--- src/sv/gbo_pkg.sv ---
// gbo_pkg: shared types and constants for the breadth-first order block
// state encoding, item kinds, and the command/status bundles between
// the controller and the datapath; no dependencies
package gbo_pkg;

  localparam logic [1:0] KIND_CLEAR = 2'd0;
  localparam logic [1:0] KIND_EDGE  = 2'd1;
  localparam logic [1:0] KIND_RUN   = 2'd2;

  localparam logic [6:0] VERTEX_COUNT_RESET = 7'd64;

  typedef enum logic [2:0] {
    ST_IDLE,
    ST_EDGE_B,
    ST_SCAN,
    ST_ENQ,
    ST_ROW,
    ST_FRESH
  } gbo_state_t;

  typedef struct packed {
    logic clear_adj;   // drop every adjacency row
    logic write_a;     // set bit b in row a, latch endpoints
    logic write_b;     // set bit a in row b
    logic run_init;    // clear visited, queue pointers and emit count
    logic scan;        // seed the walk with the lowest unvisited vertex
    logic enq;         // push the lowest pending neighbor
    logic pop;         // read the queue head
    logic emit;        // load output register, read adjacency row
    logic load_fresh;  // pending neighbors from the row just read
  } gbo_cmd_t;

  typedef struct packed {
    logic edge_ok;
    logic n_zero;
    logic unv_none;
    logic fresh_none;
    logic queue_empty;
    logic out_free;
  } gbo_stat_t;

endpackage

--- src/sv/gbo_ctrl.sv ---
// gbo_ctrl: sequencer for item handling and the breadth-first walk
// depends on gbo_pkg; drives gbo_dp through gbo_cmd_t
module gbo_ctrl (
  input  logic              clk,
  input  logic              rst,
  input  logic              in_valid,
  input  logic [1:0]        in_kind,
  output logic              in_ready,
  input  gbo_pkg::gbo_stat_t stat,
  output gbo_pkg::gbo_cmd_t  cmd
);

  gbo_pkg::gbo_state_t state, state_next;

  always_ff @(posedge clk) begin
    if (rst) begin
      state <= gbo_pkg::ST_IDLE;
    end else begin
      state <= state_next;
    end
  end

  always_comb begin
    state_next = state;
    cmd        = '0;
    in_ready   = 1'b0;
    unique case (state)
      gbo_pkg::ST_IDLE: begin
        in_ready = 1'b1;
        if (in_valid) begin
          unique case (in_kind)
            gbo_pkg::KIND_CLEAR: begin
              cmd.clear_adj = 1'b1;
            end
            gbo_pkg::KIND_EDGE: begin
              if (stat.edge_ok) begin
                cmd.write_a = 1'b1;
                state_next  = gbo_pkg::ST_EDGE_B;
              end
            end
            gbo_pkg::KIND_RUN: begin
              if (!stat.n_zero) begin
                cmd.run_init = 1'b1;
                state_next   = gbo_pkg::ST_SCAN;
              end
            end
            default: begin
            end
          endcase
        end
      end
      gbo_pkg::ST_EDGE_B: begin
        cmd.write_b = 1'b1;
        state_next  = gbo_pkg::ST_IDLE;
      end
      gbo_pkg::ST_SCAN: begin
        if (stat.unv_none) begin
          state_next = gbo_pkg::ST_IDLE;
        end else begin
          cmd.scan   = 1'b1;
          state_next = gbo_pkg::ST_ENQ;
        end
      end
      gbo_pkg::ST_ENQ: begin
        priority if (!stat.fresh_none) begin
          cmd.enq = 1'b1;
        end else if (!stat.queue_empty) begin
          cmd.pop    = 1'b1;
          state_next = gbo_pkg::ST_ROW;
        end else begin
          state_next = gbo_pkg::ST_SCAN;
        end
      end
      gbo_pkg::ST_ROW: begin
        // wait for the output register to drain
        if (stat.out_free) begin
          cmd.emit   = 1'b1;
          state_next = gbo_pkg::ST_FRESH;
        end
      end
      gbo_pkg::ST_FRESH: begin
        cmd.load_fresh = 1'b1;
        state_next     = gbo_pkg::ST_ENQ;
      end
      default: begin
        state_next = gbo_pkg::ST_IDLE;
      end
    endcase
  end

endmodule

--- config.mk ---
export PLATFORM = sky130hd
export DESIGN_NAME = gbo_ctrl
export DESIGN_NICKNAME = d
export VERILOG_FILES = /design/src/sv/gbo_pkg.sv /design/src/sv/gbo_ctrl.sv
export SDC_FILE = /design/constraint.sdc
export NUM_CORES = 1
export LEC_CHECK = 0
export ABC_AREA = 1
export BUFFER_PORTS_ARGS = -buffer_cell sky130_fd_sc_hd__buf_2
export CAP_MARGIN = 20
export CORE_AREA = 10 10 50 52
export DETAILED_ROUTE_END_ITERATION = 10
export DIE_AREA = 0 0 60 62
export HOLD_SLACK_MARGIN = 0.02
export PLACE_DENSITY = 0.61
export SETUP_SLACK_MARGIN = 0.2
export SLEW_MARGIN = 0
export SYNTH_ARGS = -nofsm -noshare
export SYNTH_HDL_FRONTEND = slang
export SYNTH_SLANG_ARGS = --single-unit
--- constraint.sdc ---
create_clock -name clk -period 1.26 [get_ports clk]
set_clock_uncertainty 0.15 [all_clocks]
set_input_delay 0 -clock clk [delete_from_list [all_inputs] [get_ports clk]]
set_output_delay 0 -clock clk [all_outputs]
set_load 0.02 [all_outputs]
==> impl_metrics.ini <==
[status]
status = complete, but fails checks
failed_checks = negative setup slack

[cells_and_area]
antennaDiodeCount = 0
fin_nets = 119
largest-register = state
finish.instance_area_um2 = 710.7
instances_no_fill = 123
fillCellCount = 171
largestRegisters = state (3)
syn_to_final_growth_pct = 95.19
drive_gt1_share_pct = 50.94
largest_register_ffs = 3

[global_routing]
grt_max_degree = 7
antenna_found_initial = 0
grt_usage_pct = 6.650
grt_pass1_wl_mm = 1.904
grt-ovfl-total = 0
grt_pass1_vias = 481

[route]
routed_wl_mm = 1.299
drt_pass1_iterations = 3
postRouteAntennaNets = 0
vias = 529
drc_errors = 0
post_drt_wl_per_cell_um = 10.56
drt_first_iter_violations = 1
viasPerCell = 4.301

[timing]
rsz0062_at_grt = yes
setup_ws_ns = -0.09950
slew_headroom_pct = 88.22
whs_ns = 0.01829
timing.final.hold_violations = 0
fmax_mhz = 735.6
tightest_slew_ns = 0.1753
final_max_slew_viol_count = 0
setup_viol = 9
min_period_over_period_pct = 107.9
fin_crit_ns = 1.360
setup_tns_ns = -0.5464

[synthesis]
synth.area.top_cells = nand2_1 (21%), dfxtp_1 (16%), inv_1 (15%), nand3_1 (14%), nor2_1 (12%)
synth_top_cell_by_area = nand2_1
synthXorXnorAreaFrac_pct = 0
yosysTopAreaCellShare_pct = 20.62
synthTopCellsByCount = nand2_1 (20), inv_1 (15), nor2_1 (12), nand3_1 (10)
yosysWarnings = 0
synthCells = 72
synth_edf_count = 0
syn_area_per_cell_um2 = 5.057
synth_compound_area_share_pct = 1.375
yosys.area_share.simple_pct = 61.17
synth_fa_ha_area_share_pct = 3.436
synth_mux_area_share_pct = 0
synthArstFlopShare_pct = 0
post-synth-top-count-cell = nand2_1
syn_area_um2 = 364.1
seq_area_frac_synth_pct = 16.49
yosysUniqueCellTypes = 13
synth_seq_cells = 3
synth_flop_cell = dfxtp_1
synth.net_count = 84
synth_top_family_by_area = simple AND/OR/NAND/NOR gates

[critical_path]
crit_family = simple AND/OR/NAND/NOR gates
required_ns = 1.11
slowest_stage = dfxtp_4
end_kind = primary output
cp.buffers_inverters = 2
crit_top_cell = nand2_4
path_max_fanout = 5
path_cells = nor2_4 > nand2_4 > inv_4 > nand2_4 > nor3_2 > buf_4
startpoint_type = register
r2r_cells = 8
cp_num_cells = 6
cp.arrival_ns = 1.21
crit_path_max_incr_delay_ns = 0.35
crit_type = register to primary output

[power_and_ir_drop]
sw_frac_of_total_pct = 47.02
seqPwrFrac_pct = 15.6
p_leak_nw = 0.4128
totalPowerFinal_mw = 1.308
irDropWorstVdd_uv = 714.0
power.share.clock_pct = 13.1
combPwrFrac_pct = 71.3
p_int_mw = 0.6931
power_density_nw_per_um2 = 1841
p_switching_mw = 0.6153

[clock_network]
cts_tree = yes
cts_inserted_buffers = 3
clk_latency_ns = 0.24
path_clk_slew_ns = 0.04
cts_buffer_depth = 2
root_buffer = clkbuf_4
htree_num_levels = 1
clock_sinks = 3

[floorplanning]
start_util_pct = 22.56
dieArea_um2 = 3720
fp-row-count = 15
die_h_um = 62
die_x_um = 60
core_um2 = 1614
io_pins = 21

[min_path]
hold_path.class = input port to register
min_path_cells = 6

[job]
drv_cap = 0

[place]
finalWeightedCongestion = 0.8230
hpwl_um = 975.8
portBuffers = 20
dpl_cell_area_um2 = 526.8
dp_cells = 111
layout by cell type (no fill, tap or decap), drive strengths merged:
cell,n
buf,29
nand2,21
inv,17
nor2,15
nand3,10
clkbuf,4
dfxtp,3
nor3,3
nand3b,1
o21ai,1
ha,1
dlygate4sd3,1
power by group through the flow:
stage               sequential, mW  clock (mW)  combinational, mW
global placement             0.190           0              0.635
finish                       0.204       0.171              0.933
CTS                          0.195       0.181              0.771
detailed placement           0.192           0              0.627
global route                 0.208       0.185               1.02
floorplan                    0.185           0              0.471
worst min-delay path, delay by kind of cell:
family / cells / cell delay, ns
buffers and inverters: 1 / 0.12
AND/OR/NAND/NOR: 4 / 0.19
AO/OA/AOI/OAI: 1 / 0.07
layout make-up:
class	count	area (µm²)	share of cell area, %
flip-flops and latches	3	71.32	10.04
repair buffers	30	219.0	30.81
well taps	17	21.27	2.993
inverters	17	68.82	9.683
clock buffers	4	26.28	3.697
multi-input cells	52	304.0	42.78
metrics by stage:
| stage | utilization, % | setup WS [ns] |
|---|---|---|
| 3_5_place_dp | 32.64 | -0.04570 |
| 2_1_floorplan | - | 0.03054 |
| 4_1_cts | 40.00 | -0.09439 |
| 6_report | 44.03 | -0.09950 |
| 3_3_place_gp | 32.64 | -0.03988 |
| 5_1_grt | 44.03 | -0.1657 |
per-layer routing:
layer  vias up  wire length [µm]  share of wire, %  global-route usage [%]
li1        286                 -                 -                       -
met1       225               458                35                   6.186
met2        16               674                52                   11.62
met3         2               155                12                   3.252
met4         0                10              0.77                   3.846
met5         -                 0                 0                       0
path summary, 6_finish.rpt:
check | startpoint | to | slack, ns
max reg2reg | state[1] | state[1] | -0.08
min | stat[1] | state[2] | 0.02
min reg2reg | state[2] | state[2] | 0.52
max | state[1] | cmd[8] | -0.1
cells by family (layout without fill, tap and decap cells):
logic type      after synthesis  after routing
buf+inv                      17             51
fa+ha+maj                     1              1
flops                         3              3
compound gates                1              1
simple gates                 50             50
timing repair:
item / in CTS / in global routing
setup endpoints to repair: 13 / 13
pin swaps: 4 / 5
buffers inserted: 5 / 2
resized for setup: 16 / 13
hold endpoints to repair: 3 / 0
hold buffers: 1 / 0
Note: power is estimated with default switching activity, not from simulation.
